[config.mk]
export PLATFORM = sky130hd
export DESIGN_NAME = serial_to_onewire_bridge_top
export DESIGN_NICKNAME = d
export VERILOG_FILES = /design/src/hdl/s2ow_pkg.sv /design/src/hdl/s2ow_fifo.sv /design/src/hdl/s2ow_back.sv /design/src/hdl/serial_to_onewire_bridge_top.sv
export SDC_FILE = /design/constraint.sdc
export NUM_CORES = 1
export LEC_CHECK = 0
export BUFFER_PORTS_ARGS = -buffer_cell sky130_fd_sc_hd__buf_2
export CORE_MARGIN = 10
export CORE_UTILIZATION = 45
export CTS_CLUSTER_DIAMETER = 40
export DETAILED_ROUTE_END_ITERATION = 12
export PLACE_DENSITY_LB_ADDON = 0.12
export SLEW_MARGIN = 5
export SYNTH_ARGS = -nofsm -noshare
export SYNTH_HDL_FRONTEND = slang
export SYNTH_SLANG_ARGS = --single-unit
[constraint.sdc]
create_clock -name clk -period 3.9 [get_ports clk]
set_clock_uncertainty 0.1 [all_clocks]
set_input_delay 0.39 -clock clk [delete_from_list [all_inputs] [get_ports clk]]
set_output_delay 0.39 -clock clk [all_outputs]
set_load 0.01 [all_outputs]
[src/hdl/s2ow_pkg.sv]
// s2ow_pkg: shared types and codes for the serial to 1-wire bridge
// no dependencies
`default_nettype none
package s2ow_pkg;
  localparam int ParamEntries = 8;

  typedef enum logic [1:0] {OP_HOST = 2'd0, OP_SLOT = 2'd1, OP_RST = 2'd2, OP_NONE = 2'd3} op_t;
  typedef enum logic [1:0] {K_SLOT = 2'd0, K_RESET = 2'd1, K_REPLY = 2'd2, K_SPARE = 2'd3} kind_t;

  typedef struct packed {
    logic [1:0] op;
    logic [7:0] byte_val;
    logic       slot_sample;
    logic       rst_first;
    logic       rst_second;
  } item_t;

  typedef struct packed {
    logic [1:0] kind;
    logic       slot_bit;
    logic [7:0] reply_byte;
    logic       last;
  } result_t;

  localparam logic [7:0] CmdDataMode = 8'hE1;
  localparam logic [7:0] CmdCheck    = 8'hE3;
  localparam logic [7:0] CmdIgnore   = 8'hF1;
  localparam logic [7:0] CmdMask     = 8'hE1;
  localparam logic [7:0] CmdBit      = 8'h81;
  localparam logic [7:0] CmdSearch   = 8'hA1;
  localparam logic [7:0] CmdReset    = 8'hC1;
  localparam logic [7:0] CmdPulse    = 8'hE1;
  localparam logic [7:0] BitKeep     = 8'h9C;
  localparam logic [7:0] BitTail     = 8'hEC;
  localparam logic [7:0] RstTail     = 8'hCC;
  localparam logic [7:0] PulseKeep   = 8'h1C;
  localparam logic [7:0] AddrMask    = 8'h70;
  localparam logic [7:0] ValMask     = 8'h0E;
endpackage
`default_nettype wire

[src/hdl/s2ow_fifo.sv]
// s2ow_fifo: small synchronous queue used between the front and back ends
// and at the output; depends on nothing
`default_nettype none
module s2ow_fifo #(
  parameter int Width = 8,
  parameter int Depth = 4
) (
  input  wire logic             clk,
  input  wire logic             rst,
  input  wire logic             push,
  input  wire logic [Width-1:0] wdata,
  output logic                  full,
  input  wire logic             pop,
  output logic [Width-1:0]      rdata,
  output logic                  empty
);
  localparam int Aw = $clog2(Depth);
  logic [Width-1:0] mem [Depth];
  logic [Aw-1:0] wptr, rptr;
  logic [Aw:0] count;
  logic do_push, do_pop;

  assign full    = (count == (Aw+1)'(Depth));
  assign empty   = (count == '0);
  assign do_push = push && !full;
  assign do_pop  = pop && !empty;
  assign rdata   = mem[rptr];

  always_ff @(posedge clk) begin
    if (do_push) begin
      mem[wptr] <= wdata;
    end
  end

  always_ff @(posedge clk) begin
    if (rst) begin
      wptr  <= '0;
      rptr  <= '0;
      count <= '0;
    end else begin
      if (do_push) begin
        wptr <= (wptr == Aw'(Depth-1)) ? '0 : wptr + 1'b1;
      end
      if (do_pop) begin
        rptr <= (rptr == Aw'(Depth-1)) ? '0 : rptr + 1'b1;
      end
      count <= count + (Aw+1)'(do_push) - (Aw+1)'(do_pop);
    end
  end
endmodule
`default_nettype wire

[src/hdl/s2ow_back.sv]
// s2ow_back: executes items, holds the bridge state and emits up to two results
// depends on s2ow_pkg
`default_nettype none
module s2ow_back
  import s2ow_pkg::*;
#(
  parameter int ParamN = ParamEntries
) (
  input  wire logic    clk,
  input  wire logic    rst,
  input  wire logic    in_valid,
  input  item_t        in_item,
  output logic         in_take,
  output logic         out_push,
  output result_t      out_res,
  input  wire logic    out_full
);
  localparam int Iw = $clog2(ParamN);
  typedef enum logic [1:0] {M_CMD = 2'd0, M_DATA = 2'd1, M_CHECK = 2'd2, M_SPARE = 2'd3} mode_t;
  typedef enum logic [1:0] {P_IDLE = 2'd0, P_BYTE = 2'd1, P_BIT = 2'd2, P_RESET = 2'd3} pend_t;

  mode_t mode, mode_next;
  pend_t pend, pend_next;
  logic search, search_next;
  logic [2:0] ptab [ParamN];
  logic [7:0] held, held_next, acc, acc_next;
  logic [3:0] sidx, sidx_next;
  logic [1:0] frb, frb_next;
  logic pw_en;
  logic [Iw-1:0] pw_addr;
  logic [2:0] pw_val;
  // second result of a two-result item waits here
  logic hold_v;
  result_t hold_r, hold_r_next;
  logic hold_set;
  result_t r0;
  logic r0_v;

  // slot position within its triplet (slot index mod 3)
  function automatic logic [1:0] trip_phase(logic [3:0] si);
    logic [1:0] p;
    case (si)
      4'd0, 4'd3, 4'd6, 4'd9, 4'd12, 4'd15: p = 2'd0;
      4'd1, 4'd4, 4'd7, 4'd10, 4'd13: p = 2'd1;
      default: p = 2'd2;
    endcase
    return p;
  endfunction

  // reply bit offset of the triplet, twice the triplet number wrapped to 0..6
  function automatic logic [2:0] trip_shift(logic [3:0] si);
    logic [2:0] t;
    case (si)
      4'd3, 4'd4, 4'd5, 4'd15: t = 3'd2;
      4'd6, 4'd7, 4'd8: t = 3'd4;
      4'd9, 4'd10, 4'd11: t = 3'd6;
      default: t = 3'd0;
    endcase
    return t;
  endfunction

  function automatic logic dbit(logic s, logic [3:0] si, logic [1:0] f, logic [7:0] h);
    logic [2:0] ti;
    logic [1:0] ph;
    ti = trip_shift(si);
    ph = trip_phase(si);
    if (!s) return h[si[2:0]];
    if (ph < 2'd2) return 1'b1;
    if (!(f[0] | f[1])) return h[ti + 3'd1];
    if (!(f[0] & f[1])) return f[0];
    return 1'b1;
  endfunction

  assign in_take = in_valid && !out_full && !hold_v;

  always_comb begin
    logic [7:0] c, r;
    logic got;
    logic [1:0] ph;
    logic [3:0] ni;
    logic [1:0] d;
    logic [2:0] ti;
    logic cmd;
    mode_next = mode; pend_next = pend; search_next = search;
    held_next = held; acc_next = acc; sidx_next = sidx; frb_next = frb;
    pw_en = 1'b0; pw_addr = '0; pw_val = '0;
    r0 = '0; r0_v = 1'b0; hold_set = 1'b0; hold_r_next = '0;
    c = in_item.byte_val; r = '0; got = 1'b0; ph = '0; ni = '0; d = '0; ti = '0;
    cmd = 1'b0;
    r0.last = 1'b1;
    if (in_take) begin
      case (op_t'(in_item.op))
        OP_HOST: begin
          if (pend == P_IDLE) begin
            if (mode == M_DATA) begin
              if (c == CmdCheck) mode_next = M_CHECK;
              else begin
                held_next = c; sidx_next = '0; acc_next = '0; frb_next = '0;
                pend_next = P_BYTE; r0_v = 1'b1; r0.kind = K_SLOT;
                r0.slot_bit = dbit(search, 4'd0, 2'd0, c);
              end
            end else if (mode == M_CHECK) begin
              if (c == CmdCheck) begin
                mode_next = M_DATA;
                held_next = c; sidx_next = '0; acc_next = '0; frb_next = '0;
                pend_next = P_BYTE; r0_v = 1'b1; r0.kind = K_SLOT;
                r0.slot_bit = dbit(search, 4'd0, 2'd0, c);
              end else begin
                mode_next = M_CMD; cmd = 1'b1;
              end
            end else begin
              mode_next = M_CMD;
              if (c == CmdDataMode) mode_next = M_DATA;
              else if (c != CmdCheck && c != CmdIgnore) cmd = 1'b1;
            end
          end
          if (cmd) begin
            if (c[7]) begin
              if ((c & CmdMask) == CmdBit) begin
                held_next = c; pend_next = P_BIT; r0_v = 1'b1;
                r0.kind = K_SLOT; r0.slot_bit = c[4];
              end else if ((c & CmdMask) == CmdSearch) begin
                search_next = c[4];
              end else if ((c & CmdMask) == CmdReset) begin
                pend_next = P_RESET; r0_v = 1'b1; r0.kind = K_RESET;
              end else if ((c & CmdMask) == CmdPulse) begin
                r0_v = 1'b1; r0.kind = K_REPLY; r0.reply_byte = (c & PulseKeep) | 8'hE0;
              end
            end else if ((c & AddrMask) != 8'h00) begin
              pw_en = 1'b1; pw_addr = Iw'(c[6:4]); pw_val = c[3:1];
              r0_v = 1'b1; r0.kind = K_REPLY; r0.reply_byte = c & 8'hFE;
            end else begin
              r0_v = 1'b1; r0.kind = K_REPLY;
              r0.reply_byte = (c & 8'hF0) | {4'd0, ptab[Iw'(c[3:1])], 1'b0};
            end
          end
        end
        OP_SLOT: begin
          if (pend == P_BIT) begin
            r = {6'd0, {2{held[4] & in_item.slot_sample}}} | (held & BitKeep);
            pend_next = P_IDLE; r0_v = 1'b1; r0.kind = K_REPLY; r0.reply_byte = r;
            if (held[1]) begin
              r0.last = 1'b0; hold_set = 1'b1;
              hold_r_next.kind = K_REPLY; hold_r_next.last = 1'b1;
              hold_r_next.reply_byte = (r & 8'h03) | BitTail;
            end
          end else if (pend == P_BYTE) begin
            got = dbit(search, sidx, frb, held) & in_item.slot_sample;
            ni = sidx + 4'd1;
            sidx_next = ni;
            r0_v = 1'b1;
            if (search) begin
              ph = trip_phase(sidx);
              ti = trip_shift(sidx);
              if (ph == 2'd0) frb_next = {1'b0, got};
              else if (ph == 2'd1) frb_next = {got, frb[0]};
              else begin
                d = {got, ~(frb[0] ^ frb[1])};
                acc_next = acc | ({6'd0, d} << ti);
              end
              if (ni >= 4'd12) begin
                pend_next = P_IDLE; r0.kind = K_REPLY; r0.reply_byte = acc_next;
              end else begin
                r0.kind = K_SLOT; r0.slot_bit = dbit(1'b1, ni, frb_next, held);
              end
            end else begin
              acc_next = acc | ({7'd0, got} << sidx[2:0]);
              if (ni >= 4'd8) begin
                pend_next = P_IDLE; r0.kind = K_REPLY; r0.reply_byte = acc_next;
              end else begin
                r0.kind = K_SLOT; r0.slot_bit = dbit(1'b0, ni, frb, held);
              end
            end
          end
        end
        OP_RST: begin
          if (pend == P_RESET) begin
            pend_next = P_IDLE; r0_v = 1'b1; r0.kind = K_REPLY;
            r0.reply_byte = {6'd0, in_item.rst_second, in_item.rst_first} | RstTail;
          end
        end
        default: begin
        end
      endcase
    end
  end

  assign out_push = hold_v ? 1'b1 : r0_v;
  assign out_res  = hold_v ? hold_r : r0;

  always_ff @(posedge clk) begin
    if (pw_en && pw_addr != '0) ptab[pw_addr] <= pw_val;
    if (hold_set) hold_r <= hold_r_next;
    if (rst) begin
      for (int i = 0; i < ParamN; i++) ptab[i] <= '0;
    end
  end

  always_ff @(posedge clk) begin
    if (rst) begin
      mode <= M_CMD; pend <= P_IDLE; search <= 1'b0; held <= '0; acc <= '0;
      sidx <= '0; frb <= '0; hold_v <= 1'b0;
    end else begin
      mode <= mode_next; pend <= pend_next; search <= search_next; held <= held_next;
      acc <= acc_next; sidx <= sidx_next; frb <= frb_next;
      if (hold_set) hold_v <= 1'b1;
      else if (hold_v && !out_full) hold_v <= 1'b0;
    end
  end
endmodule
`default_nettype wire

[src/hdl/serial_to_onewire_bridge_top.sv]
// serial_to_onewire_bridge_top: front queue, execution back end and result queue
// depends on s2ow_pkg, s2ow_fifo, s2ow_back
//
// usage
//   input channel: push/full carries one beat per host byte or returned bus sample
//   (operation selects which); output channel: empty/pop presents result beats
//   in order (kind, slot_bit, reply_byte, last)
// data path
//   an accepted beat is written into the 4-entry front queue, executed by the
//   combinational back end, and its first result is written into the result
//   queue, whose head drives the output ports and can then be popped
// throughput
//   one input beat per cycle while full is low; the back end executes one
//   beat per cycle while the result queue has room and no second bit reply waits
// reset
//   rst clears both queues, mode to command, search off, the parameter table to
//   zero and no bus operation pending
// stall
//   when pop stays low the result queue fills, the back end pauses, then the
//   input queue fills and full rises; nothing is lost
`default_nettype none
module serial_to_onewire_bridge_top
  import s2ow_pkg::*;
#(
  parameter int ParamN = ParamEntries
) (
  input  wire logic       clk,
  input  wire logic       rst,
  input  wire logic       push,
  output logic            full,
  input  wire logic [1:0] operation,
  input  wire logic [7:0] host_byte,
  input  wire logic       slot_sample,
  input  wire logic       reset_first_sample,
  input  wire logic       reset_second_sample,
  output logic            empty,
  input  wire logic       pop,
  output logic [1:0]      kind,
  output logic            slot_bit,
  output logic [7:0]      reply_byte,
  output logic            last
);
  item_t   in_w, q_item;
  result_t res_w, out_w;
  logic q_empty, take, rpush, rfull;

  assign in_w = '{op: operation, byte_val: host_byte, slot_sample: slot_sample,
                  rst_first: reset_first_sample, rst_second: reset_second_sample};

  // front queue decouples the host side from execution
  s2ow_fifo #(.Width($bits(item_t)), .Depth(4)) u_front (
    .clk(clk), .rst(rst), .push(push), .wdata(in_w), .full(full),
    .pop(take), .rdata(q_item), .empty(q_empty)
  );

  s2ow_back #(.ParamN(ParamN)) u_back (
    .clk(clk), .rst(rst), .in_valid(!q_empty), .in_item(q_item), .in_take(take),
    .out_push(rpush), .out_res(res_w), .out_full(rfull)
  );

  // result queue
  s2ow_fifo #(.Width($bits(result_t)), .Depth(4)) u_out (
    .clk(clk), .rst(rst), .push(rpush), .wdata(res_w), .full(rfull),
    .pop(pop), .rdata(out_w), .empty(empty)
  );

  assign kind       = out_w.kind;
  assign slot_bit   = out_w.slot_bit;
  assign reply_byte = out_w.reply_byte;
  assign last       = out_w.last;
endmodule
`default_nettype wire

Word-level counts from Yosys, hierarchy flattened:

Memory sizes are Yosys's and may differ from the RTL's. A register that Yosys moved wholly into a read port is not among the register bits.
Index checks and enable logic that the tools add are counted.

* memories kept: 11
* input bits: 17
* memory bits (read-only): 256
* register bits: 53
* bits in writable memories: 124

* add/subtract/negate cells: 14
* mux-type cells: 432
* equality and inequality tests: 34
* $lt $le $gt $ge: 14
* bitwise logic cells: 13
* shift-type cells: 2
* reductions and logical operators: 32

Memory list
* u_front.mem: words 4, width 13, read ports 1, clocked after memory_dff 1, write ports 1, line s2ow_fifo.sv:18 `logic [Width-1:0] mem [Depth];`
* u_out.mem: words 4, width 12, read ports 1, clocked after memory_dff 1, write ports 1, line s2ow_fifo.sv:18
* (name not given): words 16, width 2, read ports 1, clocked after memory_dff 1, write ports 0, line s2ow_back.sv:53 `case (si)`
* (name not given): words 16, width 2, read ports 1, clocked after memory_dff 1, write ports 0, line s2ow_back.sv:42 `case (si)`
* (name not given): words 16, width 2, read ports 1, clocked after memory_dff 1, write ports 0, line s2ow_back.sv:42
* (name not given): words 16, width 2, read ports 1, clocked after memory_dff 1, write ports 0, line s2ow_back.sv:53
* +5 memories

Operators with widths (number)
* $mux W1: 242
* $mux W8: 28
* $mux W2: 81
* $mux W3: 45
* $mux W4: 15
* $mux W11: 3
* $lt A3 B4 Y1 const B: 7
* $mux W12: 2
* $pmux W8 S3: 1
* $bmux W1 S3: 7
* $eq A2 B2 Y1 const B: 8
* $eq A4 B4 Y1 const B: 4
* $eq A8 B8 Y1 const B: 2
* $ne A8 B8 Y1 const B: 2
* $or A8 B8 Y8: 2
* $pmux W8 S2: 1
* $add A3 B1 Y3 const B: 5
* $pmux W2 S3: 2
* $reduce_and A6 Y1: 2
* $lt A2 B2 Y1 const B: 5
* $logic_and A1 B1 Y1: 9
* $mux W9: 1
* $ne A3 B1 Y1 const B: 3
* $reduce_and A9 Y1: 1
* 34 further kinds: 63

Logic depth before layout (Yosys ltp):

Gate-level depths: netlist of run 1.

* depth after elaboration: 68
* mapped depth: 19
* mapped depth without buffers: 15

Cells and area by module:

A second synthesis of run 1 with hierarchy kept.

* cells, all modules: 731
* area, all modules: 8729.6 µm²

Modules (own cells, without submodules)
* s2ow_back: area each 4160.2 µm², times used 1, cells each 500, seq. area each 1181.1 µm²
* s2ow_fifo (u_front): area each 2353.5 µm², times used 1, cells each 117, seq. area each 1741.7 µm²
* s2ow_fifo (u_out): area each 2212.1 µm², times used 1, cells each 113, seq. area each 1621.6 µm²
* serial_to_onewire_bridge_top: area each 3.8 µm², times used 1, cells each 1, seq. area each 0.0 µm²

Worst setup path before layout of run 1:

OpenSTA, ideal clock, no wires.

* path type: reg-to-reg
* start point: register with a tool-made name
* end point: register with a tool-made name
* stages on the path, launching flop included: 20
* buffers on the path: 4
* library setup time: 0.071 ns
* period minus slack after synthesis: 3.795 ns
* path slack: 0.105 ns
* data arrival time: 3.624 ns
* path through: dfxtp_1 buf_6 buf_8 mux4_2 inv_1 ha_1 clkbuf_1 and3b_1 a21oi_1 a211o_1 a31o_2 buf_1 nor3_1 a21oi_1 nor2_1 inv_1 ha_1 nor3_1 a31oi_1 o2bb2ai_1

==> results.py, run 1 <==
metrics = {
    "setup_path": {
        "top_delay_family_on_crit_path": "compound AO/OA/AOI/OAI gates",
        "cp.required_ns": 4.15,
        "critPathKind": "reg -> reg",
        "crit_slowest_cell": "mux4_2",
        "worst_r2r_path_depth": 15,
        "critical_path_s_largest_stage_delay_ns": 0.57,
        "timing.critical_path.cells": "mux4_2 -> ha_1 -> buf_4 -> clkinv_1 -> a21oi_1 -> a211o_1 -> a31o_2 -> nor3_1 -> a21oi_1 -> nor2_2 -> inv_1 -> ha_1 -> nor3_1 -> a31oi_1 -> o2bb2ai_1",
        "start_kind": "register",
        "data_arrival_time_of_the_worst_path_ns": 3.85,
        "path_buf_inv": 3,
        "rrSetupSlack_ns": 0.29,
        "cp-end-kind": "register",
        "critical_path.max_fanout": 14,
    },
    "global_route": {
        "grt_first_pass_wirelength_mm": 32.1,
        "via_count_of_the_first_global_routing_pass": 6038,
        "grtUsageTotal_pct": 16.3,
        "largest_net_degree_at_the_start_of_global_routing": 64,
        "grt.overflow.total": 0,
        "grt_antenna_before_repair": 0,
    },
    "power_and_ir_drop": {
        "seq_power_share_pct": 38.5,
        "pwr-share-comb_pct": 31.9,
        "power.internal_mw": 4.04,
        "switchingPower_mw": 2.01,
        "switching_share_pct": 33.3,
        "pwr-share-clk_pct": 29.6,
        "ir_drop_mv": 0.383,
        "power.density_cell_area_nw_per_um2": 618,
        "finalPower_mw": 6.05,
        "leakage_nw": 3.36,
    },
    "finish": {
        "fillCellCount": 1612,
        "final_layout_size_suffix_gt1_share_pct": 18.6,
        "flow.area_growth_from_synthesis_pct": 13.3,
        "storage_cell_area_um2": 4550,
        "multi_input_area_um2": 3790,
        "finalNetCount": 839,
        "antenna-diode-count": 0,
    },
    "synthesis": {
        "share_of_async_settable_or_async_resettable_flops_after_synthesis_pct": 0,
        "ys_seq_area_share_pct": 52.6,
        "ys_ff_latch": 176,
        "netlist.area_leader.share_pct": 35.5,
        "ys_top_cells_by_area": "edfxtp_1, dfxtp_1, mux4_2",
        "post_synth_inst_count": 749,
        "synth.distinct_cells": 71,
        "post_synth_edffs": 102,
        "synth_area_um2": 8630,
        "post_synth.cell_area_avg_um2": 11.5,
        "yosys_most_used_dff": "edfxtp_1",
        "synthesis.yosys.warnings": 0,
        "synth_top_cell_by_area": "edfxtp_1",
        "synth_fp_nets": 800,
    },
    "detailed_routing": {
        "avgRoutedWirePerCell_um": 18.9,
        "via_count": 5982,
        "vias_per_cell": 5.78,
        "drc_errors": 0,
        "routedLengthMet1_mm": 8.81,
        "detail_route.wirelength_mm": 19.5,
        "detail_route.first_pass.iterations": 5,
        "first_iter_violations": 445,
        "met2_wirelength_mm": 9.58,
        "drt.antenna.violating_nets": 0,
        "top_layer_used": "met4",
        "met3_wirelength_um": 848,
    },
    "placed_design": {
        "finalWeightedCongestion": 0.886,
        "port_buffers": 30,
        "dp_hpwl_mm": 14.4,
    },
    "sta": {
        "layout_worst_path_cycle_share_pct": 92.5,
        "fin_setup_tns_ns": 0,
        "timing.final.hold_violations": 0,
        "max_freq_mhz": 277,
        "report.final.setup_viol": 0,
        "slew_headroom_pct": 48.2,
        "min_period_ns": 3.61,
        "timing_worst_slew_pin_value_ns": 0.775,
        "rsz0062_at_grt": "no",
        "slew_violations": 0,
    },
    "worst_hold_path": {
        "launch_instance_of_the_worst_min_delay_path": "host_byte[5]",
        "min_delay_worst_endpoint": "u_front.mem[0][8]",
        "whs_path_depth": 1,
        "holdCritPathClass": "in -> reg",
    },
    "die": {
        "io_pins": 31,
        "die_area_um2": 25100,
        "die-width_um": 159,
        "die_height_um": 159,
        "effective_utilization_at_floorplan_pct": 46.0,
        "core_region_area_um2": 18800,
        "num_rows": 50,
    },
    "clocking": {
        "worst_setup_hold_path_clk_slew_ns": 0.06,
        "worst_skew_pair.late_latency_ns": 0.42,
        "cts_max_path_buffers": 2,
        "tritoncts.num_buffers": 17,
        "cts_hold_repair.buffers": 0,
        "h-tree-depth": 4,
        "cts_root_buf": "clkbuf_16",
        "clock_tree_from_tritoncts": "built",
        "cts.sink_count": 176,
    },
    "status": {
        "result_of_the_run": "finished clean",
    },
    "job": {
        "cap_violations": 0,
    },
}
metrics by stage:
step                      instance area, µm²  cells  util [%]  hold slack [ns]  setup WS, ns
after global routing                    9780   1035      52.1           0.0665        0.0138
after global placement                  9140   1003      48.7            0.344         0.277
after CTS                               9760   1035      52.0           0.0617        0.0432
after detailed placement                9140   1003      48.7            0.347        0.0865
final                                   9780   1035      52.1           0.0808         0.294
after floorplan                         8630    749         -            0.332         0.105
layout make-up:
type                            count  share of cell area [%]
Clock buffer                       20                    4.46
Clock inverter                     12                    1.87
Inverter                           38                    1.46
Multi-Input combinational cell    495                    38.8
Sequential cell                   176                    46.5
Tap cell                          234                    2.99
Timing Repair Buffer               60                    3.97
how the worst max path moves through the flow:
stage | start | depth (start not counted) | endpoint | slack [ns]
finish | register | 15 | register | 0.29
CTS | register | 14 | register | 0.04
floorplan | register | 19 | register | 0.11
detailed placement | register | 14 | register | 0.09
global placement | register | 14 | register | 0.28
global route | register | 14 | register | 0.01
layer usage:
metal,global-route usage [%],vias to the layer above
met5,0,-
met3,3.21,23
li1,-,2860
met1,20.6,2942
met4,5.21,0
met2,27.4,157
power by group through the flow:
stage | clock [mW] | combinational (mW) | sequential, mW
final | 1.79 | 1.93 | 2.33
after global routing | 1.90 | 2.14 | 2.36
after CTS | 1.82 | 1.94 | 2.33
after detailed placement | 0 | 1.93 | 2.37
after global placement | 0 | 1.89 | 2.36
after floorplan | 0 | 1.37 | 2.28
what timing repair did:
action	4_1_cts	5_1_grt
buffers inserted	0	0
endpoints found under the setup margin	0	3
gates resized for setup	0	5
sequential cells by signal, indices dropped and copies added (netlist names), 2 cells and up, named ones only:
register,flops
u_back.mode,2
u_back.acc,8
u_front.mem,52
u_out.wptr,2
u_front.wptr,2
u_out.mem,48
u_front.rptr,2
u_back.held,8
u_back.frb,2
u_back.pend,2
u_back.ptab,24
u_out.rptr,2
u_out.count,3
u_back.hold_r,2
u_front.count,3
u_back.sidx,4
synthesized netlist by cell type, drive strengths merged (2+ instances only):
library cell / number
o31ai: 7
a211o: 2
a221oi: 5
nand2b: 13
or3: 3
edfxtp: 102
o21a: 5
mux4: 35
a32oi: 2
nand3b: 9
a22oi: 2
nor4: 6
mux2i: 22
clkinv: 2
a21oi: 47
fa: 2
nor2: 56
nand3: 25
o21ai: 45
a211oi: 5
a31oi: 9
xor2: 3
nor2b: 11
nand2: 56
inv: 36
and2: 16
clkbuf: 32
nand4: 6
o2111ai: 4
nor3: 23
buf: 8
xnor2: 5
nor3b: 6
a31o: 2
and3: 4
mux2: 3
or2: 2
o22ai: 2
dfxtp: 74
ha: 32
cell families (layout without fill, tap and decap cells):
logic type / after synthesis / after routing / share of synthesized area (%)
adders and majority gates: 34 / 34 / 5.10
AOI/OAI and AO/OA: 151 / 151 / 11.4
xor gates and xnor gates: 8 / 8 / 0.812
muxes: 60 / 60 / 12.1
and+or+nand+nor: 242 / 242 / 14.3
buffers and inverters: 78 / 130 / 3.64
DFF: 176 / 176 / 52.6
cell usage in the layout, fill, tap and decap left out, types with 4 or more instances in the layout:
cell	n
clkbuf_16	17
nand3_1	24
bufinv_16	4
nand2b_1	13
o21ai_1	4
dfxtp_1	72
and2_1	15
a221oi_1	5
nand3b_1	9
buf_2	30
a31oi_1	8
mux2i_1	21
and3_1	4
o2111ai_1	4
buf_4	29
nor3b_1	6
mux4_2	35
nor2_2	5
o31ai_1	7
nand4_1	6
nand2_1	56
o21ai_0	40
a21oi_1	47
nor4_1	5
nor2_1	51
o21a_1	5
inv_1	36
xnor2_1	5
a211oi_1	5
edfxtp_1	102
nor3_1	23
nor2b_1	11
ha_1	32
Power figures use the tool's default switching activity.
==> run 2, diff against run 1 <==
Settings changed: CORE_UTILIZATION 45 to 50.
==> run 2 against run 1 <==
Net effect: sequential power about the same; cell count down 0.97%; total power is 2.9% lower; largest power group unchanged; non-clock buffer count increased by 4; combinational power barely moved; global-route usage is 1.8 points higher; critical path depth is the same; first-iteration DRC count decreased by 18%; worst hold slack gained 0.00091 ns; setup slack better by 0.0023 ns; routed wire length grew 0.58%; clock-buffer cell count increased by 4; highest routed layer unchanged.
==> results.py, run 2 (synthesis results as in run 1) <==
metrics = {
    "finish": {
        "antenna-diode-count": 0,
        "mostFrequentLayoutCell": "edfxtp_1",
        "flow.area_growth_from_synthesis_pct": 12.5,
        "finalNetCount": 843,
        "biggestRegsByFlops": "u_front.mem x52, u_out.mem x48, u_back.ptab x24",
        "stdcell_count": 1025,
        "mostFrequentLayoutCells": "edfxtp_1, dfxtp_1, nand2_1, nor2_1, a21oi_1",
        "largest_reg_by_ff_count": "u_front.mem",
        "final_layout_size_suffix_gt1_share_pct": 18.8,
        "largest_register_ffs": 52,
        "finished_layout_cell_area_um2": 9710,
    },
    "placed_design": {
        "port_buffers": 30,
        "dp_hpwl_mm": 14.6,
        "finalWeightedCongestion": 0.925,
        "placed_cells": 993,
        "dpl_cell_area_um2": 9140,
    },
    "setup_path": {
        "critical_path.max_fanout": 4,
        "critPathKind": "reg -> reg",
        "cp.required_ns": 4.14,
        "start_kind": "register",
        "data_arrival_time_of_the_worst_path_ns": 3.84,
        "cp-end-kind": "register",
    },
    "clocking": {
        "worst_setup_hold_path_clk_slew_ns": 0.06,
        "cts_hold_repair.buffers": 0,
        "tritoncts.num_buffers": 17,
        "cts.sink_count": 176,
        "cts_root_buf": "clkbuf_16",
        "cts_resized": 0,
        "cts.repair_timing.setup_buffer_count": 0,
        "worst_skew_pair.late_latency_ns": 0.42,
        "h-tree-depth": 4,
        "clock_tree_from_tritoncts": "built",
        "cts_max_path_buffers": 2,
    },
    "global_route": {
        "grtUsageTotal_pct": 18.1,
        "grt_antenna_before_repair": 0,
        "grt_first_pass_wirelength_mm": 32.8,
        "largest_net_degree_at_the_start_of_global_routing": 56,
        "via_count_of_the_first_global_routing_pass": 6314,
        "grt.overflow.total": 0,
    },
    "sta": {
        "slew_violations": 0,
        "slew_headroom_pct": 47.0,
        "report.final.setup_viol": 0,
        "timing.final.hold_violations": 0,
        "layout_worst_path_cycle_share_pct": 92.4,
        "rsz0062_at_grt": "no",
        "max_freq_mhz": 278,
        "timing_worst_slew_pin_value_ns": 0.787,
        "fin_setup_tns_ns": 0,
        "min_period_ns": 3.60,
    },
    "detailed_routing": {
        "detail_route.first_pass.iterations": 6,
        "first_iter_violations": 364,
        "via_count": 6057,
        "detail_route.wirelength_mm": 19.7,
        "vias_per_cell": 5.91,
        "drt.antenna.violating_nets": 0,
        "avgRoutedWirePerCell_um": 19.2,
        "met3_wirelength_mm": 1.01,
        "met2_wirelength_mm": 9.82,
        "drc_errors": 0,
        "routedLengthMet1_mm": 8.44,
        "top_layer_used": "met4",
    },
    "die": {
        "io_pins": 31,
        "effective_utilization_at_floorplan_pct": 51.5,
        "die_height_um": 151,
        "die_area_um2": 22900,
        "core_region_area_um2": 16800,
        "num_rows": 47,
        "die-width_um": 151,
    },
    "worst_hold_path": {
        "holdCritPathClass": "in -> reg",
    },
    "power_and_ir_drop": {
        "power.density_cell_area_nw_per_um2": 605,
        "leakage_nw": 3.37,
        "ir_drop_mv": 0.351,
    },
    "status": {
        "result_of_the_run": "finished clean",
    },
    "job": {
        "cap_violations": 0,
    },
}
[run 2: cell types whose count changed in the layout (fill, tap and decap cells not counted), moves of 2 or more]
cell        delta
inv_4          +4
inv_6          -2
clkinv_4       -2
clkinv_2       +2
bufinv_16      -3
clkinvlp_4     -2
buf_4          +5
clkbuf_8       +2
[run 2: routing by layer]
metal / vias up / GRT usage [%]
met2: 176 / 30.6
met5: - / 0
met3: 30 / 3.04
met4: 0 / 6.64
li1: 2880 / -
met1: 2971 / 22.7
[run 2: final cells by class]
type	instances	area, µm²
clock inverters	8	73.8
inverters	38	143
multi-input cells	495	3780
fillers	1417	7050
well taps	220	275
clock buffers	24	494
repair buffers	64	405
flip-flops and latches	176	4550
[run 2: per-stage QoR]
step / hold slack [ns] / power, mW / util (%) / setup WS [ns]
after CTS: 0.0648 / 5.91 / 57.9 / 0.193
after floorplan: 0.332 / 3.65 / - / 0.105
after global routing: 0.0726 / 6.22 / 58.0 / 0.0123
after detailed placement: 0.349 / 4.27 / 54.6 / 0.196
final: 0.0817 / 5.87 / 58.0 / 0.296
after global placement: 0.349 / 4.20 / 54.6 / 0.376
[run 2: worst max-delay path: stages (launching register included)]
cell       delay (ns)
dfxtp_2          0.38
mux4_2           0.56
inv_1            0.10
ha_1             0.24
and3b_1          0.22
a21oi_1          0.05
a211o_1          0.33
a31o_2           0.27
nor3_1           0.13
a21oi_1          0.08
nor2_1           0.21
inv_1            0.10
ha_1             0.34
nor3_1           0.19
a31oi_1          0.06
o2bb2ai_1        0.16
[run 2: worst paths after layout]
check	slack [ns]	endpoint	start	cells after the start
max	0.30	register	register	15
min	0.08	u_front.mem[3][4]	host_byte[1]	1
max reg2reg	0.30	register	register	15
min reg2reg	0.36	u_back.acc[2]	u_back.acc[2]	2
[run 2: power by group]
part	internal [mW]	total [mW]	switching (mW)
Sequential	2.17	2.33	0.160
Combinational	0.771	1.91	1.13
Clock	0.955	1.64	0.686
==> run 3, diff against run 2 <==
Clock period 3.9 ns to 4.1 ns, I/O delays scaled along.
==> run 3 against run 2 <==
Net effect: cell count shrank 1.4%; largest power group unchanged; via count shrank 0.68%; core utilization shrank 0.39 points; largest cell class unchanged; setup slack lost 0.0040 ns; register-to-register slack is essentially flat; global-route usage shrank 0.84 points; clock-buffer cell count shrank 4; critical path depth grew 2.
==> results.py, run 3 (synthesis results as in run 1) <==
metrics = {
    "status": {
        "result_of_the_run": "finished clean",
    },
    "setup_path": {
        "critPathKind": "reg -> reg",
        "cp.required_ns": 4.35,
        "data_arrival_time_of_the_worst_path_ns": 4.06,
        "critical_path.max_fanout": 14,
        "rrSetupSlack_ns": 0.29,
        "cp-end-kind": "register",
        "worst_r2r_path_depth": 17,
        "start_kind": "register",
    },
    "sta": {
        "hold_slack_ns": 0.0916,
        "slew_headroom_pct": 44.3,
        "max_freq_mhz": 263,
        "timing.final.hold_violations": 0,
        "timing_worst_slew_pin_value_ns": 0.834,
        "finalWorstSetupSlack_ns": 0.292,
        "slew_violations": 0,
        "min_period_ns": 3.81,
        "report.final.setup_viol": 0,
        "rsz0062_at_grt": "no",
        "layout_worst_path_cycle_share_pct": 92.9,
        "fin_setup_tns_ns": 0,
    },
    "clocking": {
        "tritoncts.num_buffers": 17,
        "worst_setup_hold_path_clk_slew_ns": 0.07,
        "cts_root_buf": "clkbuf_16",
        "cts_resized": 0,
        "clock_tree_from_tritoncts": "built",
        "worst_skew_pair.late_latency_ns": 0.43,
        "h-tree-depth": 4,
        "cts_max_path_buffers": 2,
        "cts_hold_repair.buffers": 0,
        "cts.sink_count": 176,
        "cts.repair_timing.setup_buffer_count": 0,
    },
    "placed_design": {
        "finalWeightedCongestion": 0.892,
        "port_buffers": 30,
        "dp_hpwl_mm": 13.7,
        "dpl_worst_slack_ns": 0.145,
    },
    "finish": {
        "biggestRegsByFlops": "u_front.mem x52, u_out.mem x48, u_back.ptab x24",
        "final_layout_size_suffix_gt1_share_pct": 17.8,
        "antenna-diode-count": 0,
        "largest_reg_by_ff_count": "u_front.mem",
        "finalNetCount": 829,
        "mostFrequentLayoutCells": "edfxtp_1, dfxtp_1, nand2_1, nor2_1, a21oi_1",
        "flow.area_growth_from_synthesis_pct": 11.7,
        "fillCellCount": 1363,
        "largest_register_ffs": 52,
        "mostFrequentLayoutCell": "edfxtp_1",
    },
    "detailed_routing": {
        "drc_errors": 0,
        "detail_route.first_pass.iterations": 5,
        "vias_per_cell": 5.95,
        "via_count": 6016,
        "drt.antenna.violating_nets": 0,
        "avgRoutedWirePerCell_um": 18.9,
        "detail_route.wirelength_mm": 19.1,
        "first_iter_violations": 552,
    },
    "power_and_ir_drop": {
        "seq_power_share_pct": 39.4,
        "power.internal_mw": 3.67,
        "pwr-share-clk_pct": 28.9,
        "switchingPower_mw": 1.96,
        "ir_drop_mv": 0.339,
        "leakage_nw": 3.31,
        "pwr-share-comb_pct": 31.7,
        "switching_share_pct": 34.8,
        "power.density_cell_area_nw_per_um2": 584,
    },
    "die": {
        "io_pins": 31,
        "num_rows": 47,
        "core_region_area_um2": 16800,
        "die_area_um2": 22900,
        "die_height_um": 151,
        "effective_utilization_at_floorplan_pct": 51.5,
        "die-width_um": 151,
    },
    "job": {
        "cap_violations": 0,
    },
    "worst_hold_path": {
        "holdCritPathClass": "in -> reg",
        "launch_instance_of_the_worst_min_delay_path": "host_byte[0]",
    },
    "global_route": {
        "grt_first_pass_wirelength_mm": 30.8,
        "largest_net_degree_at_the_start_of_global_routing": 57,
        "grtUsageTotal_pct": 17.2,
        "grt.overflow.total": 0,
        "grt_antenna_before_repair": 0,
        "via_count_of_the_first_global_routing_pass": 5944,
    },
}
-- run 3: final cells by class --
cell class / count / area, µm² / share of cell area [%]
inverters: 38 / 143 / 1.48
clock inverters: 12 / 104 / 1.08
well taps: 220 / 275 / 2.85
multi-input cells: 495 / 3780 / 39.2
flip-flops and latches: 176 / 4550 / 47.1
clock buffers: 20 / 500 / 5.19
repair buffers: 50 / 300 / 3.11
-- run 3: metal layers --
layer	vias to the layer above	track usage [%]	share of wire [%]
met3	35	4.18	5.9
met4	0	6.64	2.1
li1	2846	-	-
met1	2951	20.6	43
met2	184	29.3	49
met5	-	0	0
-- run 3: worst min-delay path by stage --
| stage | end | slack (ns) | depth (start not counted) |
|---|---|---|---|
| after floorplan | u_back.acc[0] | 0.33 | 2 |
| after detailed placement | u_back.acc[6] | 0.36 | 2 |
| after CTS | u_front.mem[0][4] | 0.08 | 1 |
| after global routing | u_front.mem[1][0] | 0.08 | 1 |
| after global placement | u_back.acc[4] | 0.35 | 2 |
| final | u_front.mem[0][3] | 0.09 | 1 |
-- run 3: power by group through the flow --
stage | sequential [mW] | clock [mW] | combinational, mW
after global routing | 2.25 | 1.74 | 1.96
after global placement | 2.25 | 0 | 1.72
final | 2.22 | 1.63 | 1.78
after detailed placement | 2.26 | 0 | 1.77
after floorplan | 2.17 | 0 | 1.31
after CTS | 2.22 | 1.66 | 1.78
-- run 3: critical path: stages, from the launching register on --
cell	delay, ns
dfxtp_2	0.42
buf_4	0.19
mux4_2	0.55
inv_1	0.11
ha_1	0.20
buf_4	0.22
clkinv_1	0.10
a21oi_1	0.15
a211o_1	0.20
a31o_2	0.16
buf_4	0.20
a21oi_1	0.10
nor2_1	0.21
inv_1	0.09
ha_1	0.32
nor3_1	0.20
a31oi_1	0.06
o2bb2ai_1	0.15
-- run 3: stage by stage --
stage / power (mW) / instances / utilization [%] / area, µm²
after global placement: 3.97 / 979 / 53.9 / 9040
after detailed placement: 4.03 / 979 / 53.9 / 9040
final: 5.63 / 1011 / 57.6 / 9650
after floorplan: 3.47 / 749 / - / 8630
after global routing: 5.95 / 1011 / 57.6 / 9650
after CTS: 5.67 / 1011 / 57.5 / 9640
